$ cat config.mk
export PLATFORM = sky130hd
export DESIGN_NAME = circular_deque_core
export DESIGN_NICKNAME = d
export VERILOG_FILES = /design/src/design/cdq_pkg.sv /design/src/design/cdq_ctrl.sv /design/src/design/cdq_datapath.sv /design/src/design/circular_deque_core.sv
export SDC_FILE = /design/constraint.sdc
export NUM_CORES = 1
export LEC_CHECK = 0
export BUFFER_PORTS_ARGS = -buffer_cell sky130_fd_sc_hd__buf_2
export CELL_PAD_IN_SITES_DETAIL_PLACEMENT = 1
export CELL_PAD_IN_SITES_GLOBAL_PLACEMENT = 1
export CORE_UTILIZATION = 31
export DETAILED_ROUTE_END_ITERATION = 12
export GPL_TIMING_DRIVEN = 0
export MAX_ROUTING_LAYER = met4
export PLACE_DENSITY = 0.54
export REMOVE_ABC_BUFFERS = 1
export SLEW_MARGIN = 40
export SYNTH_ARGS = -nofsm -noshare
export SYNTH_HDL_FRONTEND = slang
export SYNTH_HIERARCHICAL = 1
export SYNTH_SLANG_ARGS = --single-unit
export TNS_END_PERCENT = 10
$ cat constraint.sdc
create_clock -name clk -period 6.49 [get_ports clk]
set_clock_uncertainty 0.15 [all_clocks]
set_input_delay 0.649 -clock clk [delete_from_list [all_inputs] [get_ports clk]]
set_output_delay 0.649 -clock clk [all_outputs]
set_load 0.02 [all_outputs]
$ cat src/design/cdq_pkg.sv
// Shared types and constants for the circular deque core.
package cdq_pkg;

  localparam int unsigned DEPTH_DEFAULT = 16;
  localparam int unsigned DATA_W        = 32;
  localparam int unsigned FILL_W        = 5;

  typedef enum logic [1:0] {
    ACT_PUSH_REAR  = 2'd0,
    ACT_PUSH_FRONT = 2'd1,
    ACT_POP_FRONT  = 2'd2,
    ACT_POP_REAR   = 2'd3
  } action_t;

  typedef enum logic [1:0] {
    STAT_DONE       = 2'd0,
    STAT_FULL       = 2'd1,
    STAT_EMPTY      = 2'd2
  } status_t;

  typedef enum logic {
    ST_IDLE   = 1'b0,
    ST_COMMIT = 1'b1
  } ctl_state_t;

  typedef struct packed {
    action_t                    action;
    logic signed [DATA_W-1:0]   push_value;
  } in_req_t;

  typedef struct packed {
    logic signed [DATA_W-1:0]   popped_value;
    status_t                    status;
    logic [FILL_W-1:0]          fill_level;
    logic                       now_empty;
    logic                       now_full;
  } out_rsp_t;

  // Controller to datapath.
  typedef struct packed {
    logic    capture;
    logic    commit;
    logic    push_ok;
    logic    pop_ok;
    logic    front;
    status_t status;
  } dp_cmd_t;

  // Datapath to controller.
  typedef struct packed {
    action_t action;
    logic    empty;
    logic    full;
  } dp_stat_t;

endpackage

$ cat src/design/cdq_ctrl.sv
// Controller state machine: accepts a request and decides its outcome.
module cdq_ctrl (
  input  logic              clk,
  input  logic              rst_n,
  input  logic              start,
  output logic              busy,
  input  cdq_pkg::dp_stat_t stat,
  output cdq_pkg::dp_cmd_t  cmd
);

  cdq_pkg::ctl_state_t state_r, state_nxt;
  logic is_push;

  always_ff @(posedge clk) begin
    if (!rst_n) begin
      state_r <= cdq_pkg::ST_IDLE;
    end else begin
      state_r <= state_nxt;
    end
  end

  assign is_push = (stat.action == cdq_pkg::ACT_PUSH_REAR) ||
                   (stat.action == cdq_pkg::ACT_PUSH_FRONT);

  always_comb begin
    state_nxt   = state_r;
    busy        = 1'b0;
    cmd         = '0;
    cmd.status  = cdq_pkg::STAT_DONE;
    unique case (state_r)
      cdq_pkg::ST_IDLE: begin
        if (start) begin
          cmd.capture = 1'b1;
          state_nxt   = cdq_pkg::ST_COMMIT;
        end
      end
      cdq_pkg::ST_COMMIT: begin
        busy       = 1'b1;
        cmd.commit = 1'b1;
        cmd.front  = (stat.action == cdq_pkg::ACT_PUSH_FRONT) ||
                     (stat.action == cdq_pkg::ACT_POP_FRONT);
        if (is_push) begin
          if (stat.full) begin
            cmd.status = cdq_pkg::STAT_FULL;
          end else begin
            cmd.push_ok = 1'b1;
          end
        end else begin
          if (stat.empty) begin
            cmd.status = cdq_pkg::STAT_EMPTY;
          end else begin
            cmd.pop_ok = 1'b1;
          end
        end
        state_nxt = cdq_pkg::ST_IDLE;
      end
      default: state_nxt = cdq_pkg::ST_IDLE;
    endcase
  end

endmodule

$ cat src/design/cdq_datapath.sv
// Datapath: slot memory, head/tail pointers, fill count and result register.
module cdq_datapath #(
  parameter int unsigned DEPTH = cdq_pkg::DEPTH_DEFAULT
) (
  input  logic              clk,
  input  logic              rst_n,
  input  cdq_pkg::in_req_t  in_req,
  input  cdq_pkg::dp_cmd_t  cmd,
  output cdq_pkg::dp_stat_t stat,
  output logic              out_strobe,
  output cdq_pkg::out_rsp_t out_rsp
);

  localparam int unsigned AW = (DEPTH > 1) ? $clog2(DEPTH) : 1;
  localparam int unsigned CW = $clog2(DEPTH + 1);

  logic [cdq_pkg::DATA_W-1:0] mem [DEPTH];

  cdq_pkg::in_req_t           req_r;
  logic [AW-1:0]              head_r, head_nxt;
  logic [AW-1:0]              tail_r, tail_nxt;
  logic [CW-1:0]              count_r, count_nxt;
  logic [cdq_pkg::DATA_W-1:0] rd_data_r;
  logic [AW-1:0]              rd_addr;
  logic [AW-1:0]              wr_addr;
  logic                       out_strobe_r;
  cdq_pkg::out_rsp_t          out_rsp_r, out_rsp_nxt;

  // Pops read at the pointer on their own side.
  assign rd_addr = (in_req.action == cdq_pkg::ACT_POP_FRONT) ? head_r : tail_r;

  always_comb begin
    head_nxt  = head_r;
    tail_nxt  = tail_r;
    count_nxt = count_r;
    wr_addr   = tail_r + AW'(1);
    if (cmd.push_ok) begin
      count_nxt = count_r + CW'(1);
      if (count_r == '0) begin
        head_nxt = '0;
        tail_nxt = '0;
        wr_addr  = '0;
      end else if (cmd.front) begin
        head_nxt = head_r - AW'(1);
        wr_addr  = head_r - AW'(1);
      end else begin
        tail_nxt = tail_r + AW'(1);
      end
    end else if (cmd.pop_ok) begin
      count_nxt = count_r - CW'(1);
      if (count_r == CW'(1)) begin
        head_nxt = '0;
        tail_nxt = '0;
      end else if (cmd.front) begin
        head_nxt = head_r + AW'(1);
      end else begin
        tail_nxt = tail_r - AW'(1);
      end
    end
  end

  always_comb begin
    out_rsp_nxt              = '0;
    out_rsp_nxt.popped_value = cmd.pop_ok ? rd_data_r : '0;
    out_rsp_nxt.status       = cmd.status;
    out_rsp_nxt.fill_level   = cdq_pkg::FILL_W'(count_nxt);
    out_rsp_nxt.now_empty    = (count_nxt == '0);
    out_rsp_nxt.now_full     = (count_nxt == CW'(DEPTH));
  end

  always_ff @(posedge clk) begin
    if (cmd.capture) begin
      req_r     <= in_req;
      rd_data_r <= mem[rd_addr];
    end
    if (cmd.push_ok) begin
      mem[wr_addr] <= req_r.push_value;
    end
    if (cmd.commit) begin
      out_rsp_r <= out_rsp_nxt;
    end
  end

  always_ff @(posedge clk) begin
    if (!rst_n) begin
      head_r       <= '0;
      tail_r       <= '0;
      count_r      <= '0;
      out_strobe_r <= 1'b0;
    end else begin
      head_r       <= head_nxt;
      tail_r       <= tail_nxt;
      count_r      <= count_nxt;
      out_strobe_r <= cmd.commit;
    end
  end

  assign stat.action = req_r.action;
  assign stat.empty  = (count_r == '0);
  assign stat.full   = (count_r == CW'(DEPTH));

  assign out_strobe = out_strobe_r;
  assign out_rsp    = out_rsp_r;

endmodule

$ cat src/design/circular_deque_core.sv
// Top level of the circular deque: controller plus datapath.
//
//  channel | ports                  | handshake
//  --------+------------------------+--------------------------------------
//  request | start, busy, in_req    | taken on an edge with start & !busy
//  result  | out_strobe, out_rsp    | one cycle per result, cannot be held
//
// A request takes two steps: the accept step reads the slot memory port
// into a register, the commit step updates pointers, writes the slot and
// loads the result register. The result shows in the cycle after commit,
// while a new request may already be accepted. Requests do not overlap:
// busy holds off a new request during the commit step.
// Reset is synchronous and active low; it empties the queue, slot contents
// are left as they are. The receiver has no way to stall results.
module circular_deque_core #(
  parameter int unsigned DEPTH = cdq_pkg::DEPTH_DEFAULT
) (
  input  logic              clk,
  input  logic              rst_n,
  input  logic              start,
  output logic              busy,
  input  cdq_pkg::in_req_t  in_req,
  output logic              out_strobe,
  output cdq_pkg::out_rsp_t out_rsp
);

  cdq_pkg::dp_cmd_t  cmd;
  cdq_pkg::dp_stat_t stat;

  cdq_ctrl u_ctrl (
    .clk   (clk),
    .rst_n (rst_n),
    .start (start),
    .busy  (busy),
    .stat  (stat),
    .cmd   (cmd)
  );

  cdq_datapath #(
    .DEPTH (DEPTH)
  ) u_datapath (
    .clk        (clk),
    .rst_n      (rst_n),
    .in_req     (in_req),
    .cmd        (cmd),
    .stat       (stat),
    .out_strobe (out_strobe),
    .out_rsp    (out_rsp)
  );

endmodule

Yosys cells after proc, flatten, opt, wreduce, memory -nomap -nowiden
Memories as Yosys holds them, arrays and structs flattened. A register that Yosys moved wholly into a read port is not among the register bits.
Cells that the tools add are included.
Widths: inputs -> output; s select.

storage, ports and cells
  bits in registers = 90
  bits in writable memories = 512
  input port bits = 37
  output and inout bits = 43
  logic and storage cells = 70
  memories = 1

cells by class
  add/subtract/negate cells = 6
  eq/ne operators = 9
  multiplexer cells = 32
  bitwise gates (word level) = 1
  reduce and logical (&&, ||, !) cells = 9

memories
  name            depth  bits a word  read ports  clocked after Yosys merged registers in  write ports  RTL line            text
  u_datapath.mem  16     32           1           1                                        1            cdq_datapath.sv:17  logic [cdq_pkg::DATA_W-1:0] mem [DEPTH];

operators with widths
  cell                 number
  $mux 4               16
  $eq 5x5->1 const B   2
  $logic_not 5->1      2
  $mux 1               10
  $mux 5               2
  $add 4x1->4 const B  2
  $sub 4x1->4 const B  2
  $mux 6               1
  $ne 3x2->1 const B   2
  $reduce_and 3->1     2
  $add 5x1->5 const B  1
  $eq 5x1->1 const B   1
  $sub 5x1->5 const B  1
  $eq 2x2->1 const B   2
  $mux 2               2
  $ne 3x1->1 const B   1
  $reduce_bool 3->1    1
  $eq 2x1->1 const B   1
  $logic_not 2->1      1
  $logic_or 1x1->1     2
  $pmux 1 s2           1
  $reduce_bool 2->1    1
  $not 1->1            1

Longest topological paths before layout
  depth in word-level cells = 8
  mapped depth = 12
  gate-level depth less buffers = 10

Modules after synthesis
The synthesis kept the hierarchy.

by module, submodules not included
  module        instances  cells an instance  area each (um^2)  sequential area each (um^2)
  cdq_datapath  1          1,639              24,432.2          18,868.1
  cdq_ctrl      1          17                 133.9             20.0

Worst setup path after synthesis
No wires, ideal clock.

  path type = reg-to-reg
  start point = register u_datapath.count_r[0]
  end point = memory u_datapath/mem[3][0] (netlist bit), enable pin
  library setup time = 0.421 ns
  data arrival time = 3.435 ns
  required time = 5.919 ns
  setup slack = 2.484 ns
  stages on the path, launching flop included = 11
  path buffers = 2
  period minus slack after synthesis = 4.006 ns
  cells stage by stage = dfxtp_1 inv_1 ha_1 and3_1 nor2_1 buf_2 clkbuf_1 nand3b_1 o31ai_1 o21ai_0 nor2_1

RTL lines
  item                    RTL line            text
  from (decl)             cdq_datapath.sv:22  logic [CW-1:0] count_r, count_nxt;
  from (signal assigned)  cdq_datapath.sv:93  count_r <= count_nxt;
  to (decl)               cdq_datapath.sv:17

==> summary.txt <==
Run status
  • Status: finished clean

Global routing
  • Gr usage total: 16.50%
  • Initial antenna violation count: 1
  • First-pass GRT wire length: 96780 um
  • Largest net degree at the start of global routing: 36
  • Number of global-route vias before repair: 15090
  • Overflow after GRT: 0

Synth
  • Synthesized instance count: 1656
  • Area leader, netlist: edfxtp_1
  • Syn_area_per_cell: 14.83 sq um
  • Synth area leaders: edfxtp_1 76%, nand2_1 5.6%, mux2i_1 3.2%
  • Unique masters post-synth: 57
  • Yosys warns: 6
  • Main flop type after synthesis: edfxtp_1
  • Cell area after synthesis: 0.02457 sq mm
  • Flops & latches, synth: 634
  • Yosys top cell area share: 75.66%
  • Asr flop ratio synth: 0%
  • Post-synthesis sequential area ratio: 76.89%
  • Number of flops mapped to enable cells by yosys: 619

Critical path
  • CP top delay family: simple AND/OR/NAND/NOR gates
  • CP max-delay cell: nor2_4
  • CP peak stage delay: 0.44 ns
  • Bufs and invs on worst path: 4
  • Startpoint types: register
  • CP arrival: 4.05 ns
  • Cells along the critical path: inv_1 > ha_1 > and3_1 > nor2_4 > nand2b_1 > a311oi_1 > nand2b_1 > nor2_4 > buf_16 > buf_8 > buf_8
  • Required time worst endpoint: 6.63 ns
  • Crit Path Class: register to register
  • Worst setup EP type: register
  • CP Max Fanout: 21

Floorplan
  • Core Footprint: 0.07798 sq mm
  • Die Y: 283.5 um
  • Initial Util: 31.50%
  • Io pins: 80
  • Die W: 283.5 um
  • Site Rows: 102
  • Full die area: 0.08038 sq mm

Clock tree
  • TritonCTS buffer count: 71
  • CTS resizes: 0
  • CTS clk-pin slew, worst paths: 0.06 ns
  • CTS root buf: clkbuf_16
  • CTS tree: built
  • Max Root-Sink Buffers: 3
  • Cts hold-fix bufs: 0
  • Htree depth: 3
  • Number of clock sinks: 634
  • Worst-Skew Late Latency: 0.60 ns
  • Setup bufs post-CTS: 0

Drt
  • Post-DR wirelength/cell: 21.99 um
  • Routed WL: 64020 um
  • Final ANT Viol Nets: 0
  • Initial drt markers: 1067
  • Vias: 14320
  • # DRC: 0
  • Vias per cell: 4.919
  • Drt first pass iters: 4

Cells and area
  • Fill count: 7882
  • Final core utilization: 38.42%
  • Final Cell Area: 0.02996 sq mm
  • Area growth, synth to finish: 21.94%
  • Number of antenna diodes: 0
  • Share of cells above drive strength 1: 17.10%
  • Nets: 1867

Placed design
  • Post-place instance area: 0.02772 sq mm
  • Port bufs: 79
  • DP Wirelength: 43950 um
  • Placer Congestion: 0.7335
  • Dpl ws: 2.242 ns

Power
  • Cell Pwr Density: 300.5 mW/mm^2
  • Leak Pwr: 10.49 nW
  • Worst vdd ir: 0.1541 mV

Timing
  • Final setup viols: 0
  • Slew Viols, Final: 0
  • RSZ-0062 raised after global routing: false
  • Max Fclk: 256.1 MHz
  • Final setup margin: 2.585 ns
  • Final period utilization: 60.17%
  • Slew HR: 45.04%
  • Tmin final: 3.905 ns
  • Worst slew pin tran: 0.8190 ns
  • Final hold vios: 0

Flow run
  • Max Cap Viol: 0

Hold path
  • Min-delay worst type: primary input to register
## where the power goes
| group | total, mW | leakage, nW | internal [mW] | switching (mW) |
|---|---|---|---|---|
| clock network | 3.88 | 1.08 | 2.30 | 1.58 |
| registers | 4.64 | 5.74 | 4.57 | 0.0690 |
| logic | 0.482 | 3.67 | 0.177 | 0.305 |
| total | 9.00 | 10.5 | 7.05 | 1.96 |
## through the flow
| stage | hold slack [ns] | TNS (ns) | total power, mW | cells |
|---|---|---|---|---|
| 2_1_floorplan | 0.3523 | -2.352 | 4.974 | 1562 |
| 4_1_cts | 0.03788 | 0 | 9.134 | 2911 |
| 5_1_grt | 0.04947 | 0 | 9.319 | 2911 |
| 3_3_place_gp | 0.3551 | -1248.60 | 5.176 | 2681 |
| 6_report | 0.07739 | 0 | 9.003 | 2911 |
| 3_5_place_dp | 0.3642 | 0 | 5.220 | 2787 |
## registers in the layout, summed over array words and instances (netlist names)
| signal | cells |
|---|---|
| u_ctrl/state_r | 1 |
| u_datapath/count_r | 5 |
| u_datapath/head_r | 4 |
| u_datapath/mem | 512 |
| u_datapath/out_rsp | 41 |
| u_datapath/out_strobe | 1 |
| u_datapath/rd_data_r | 32 |
| u_datapath/req_r | 32 |
| u_datapath/stat | 2 |
| u_datapath/tail_r | 4 |
## final timing paths
kind | start | end | slack [ns] | depth (start not counted)
max | u_datapath/count_r[0] | u_datapath/mem[7][5] | 2.59 | 11
min | in_req[1] | u_datapath/req_r[1] | 0.08 | 1
max reg2reg | u_datapath/count_r[0] | u_datapath/mem[7][5] | 2.59 | 11
min reg2reg | u_datapath/rd_data_r[21] | u_datapath/out_rsp[30] | 0.38 | 1
## kinds of logic after synthesis
kind of cell,Yosys count,synth area share (%)
flops,634,76.89
buf+inv,107,2.282
mux,83,3.540
xor+xnor,8,0.2852
simple gates,556,10.07
compound gates,258,6.423
fa+ha+maj,10,0.5093
## placed cells by master (no fill, tap or decap), types with 3 or more instances in the layout
cell / netlist / routed
edfxtp_1: 619 / 619
nand2_1: 364 / 364
a21oi_1: 123 / 123
buf_2: 37 / 79
mux2i_1: 79 / 78
clkbuf_16: 0 / 73
buf_8: 0 / 50
and2_1: 40 / 40
nand3_1: 38 / 38
nand4_1: 31 / 31
a32oi_1: 30 / 30
buf_16: 0 / 23
o21ai_1: 21 / 22
buf_6: 11 / 22
o22ai_1: 22 / 21
nor2_1: 37 / 20
o221ai_1: 19 / 19
clkbuf_1: 35 / 18
nor2_4: 0 / 17
nor4_1: 17 / 17
o21ai_0: 17 / 16
clkinv_1: 0 / 14
dfxtp_1: 15 / 14
inv_1: 13 / 13
ha_1: 10 / 10
buf_4: 8 / 10
clkinv_2: 0 / 9
bufinv_16: 0 / 6
xnor2_1: 6 / 6
mux2i_4: 3 / 4
a211oi_1: 4 / 4
nor3_1: 3 / 3
nand2b_1: 5 / 3
a31oi_4: 0 / 3
## cells in the mapped netlist, drive strengths merged, types with 3 or more instances
cell type and count:
nand2 364, xnor2 6, a31oi 4, nand2b 5, mux2i 82, nor2b 4
nor3 4, or2 3, dfxtp 15, and2 40, nand4 31, nor4b 4
clkbuf 35, a21oi 123, inv 13, nor4 18, o221ai 19, ha 10
nor2 37, nand3 38, a32oi 30, edfxtp 619, o31ai 3, a211oi 4
o22ai 22, buf 59, o21ai 38
## cell type report
class	instances	area, sq um	area share [%]
Timing Repair Buffer	185	2122	7.084
Clock inverter	33	326.6	1.090
Tap cell	1040	1301	4.344
Clock buffer	91	1894	6.324
Sequential cell	634	18890	63.07
Multi-Input combinational cell	915	5371	17.93
Inverter	13	48.80	0.1629
## routing by layer
metal	vias up	track usage (%)	share of wire, %
met5	-	-	0
met1	7421	21.96	47
met2	254	26.34	48
met4	0	4.500	1.7
li1	6564	-	-
met3	80	2.404	3.7
Power figures use the tool's default switching activity.
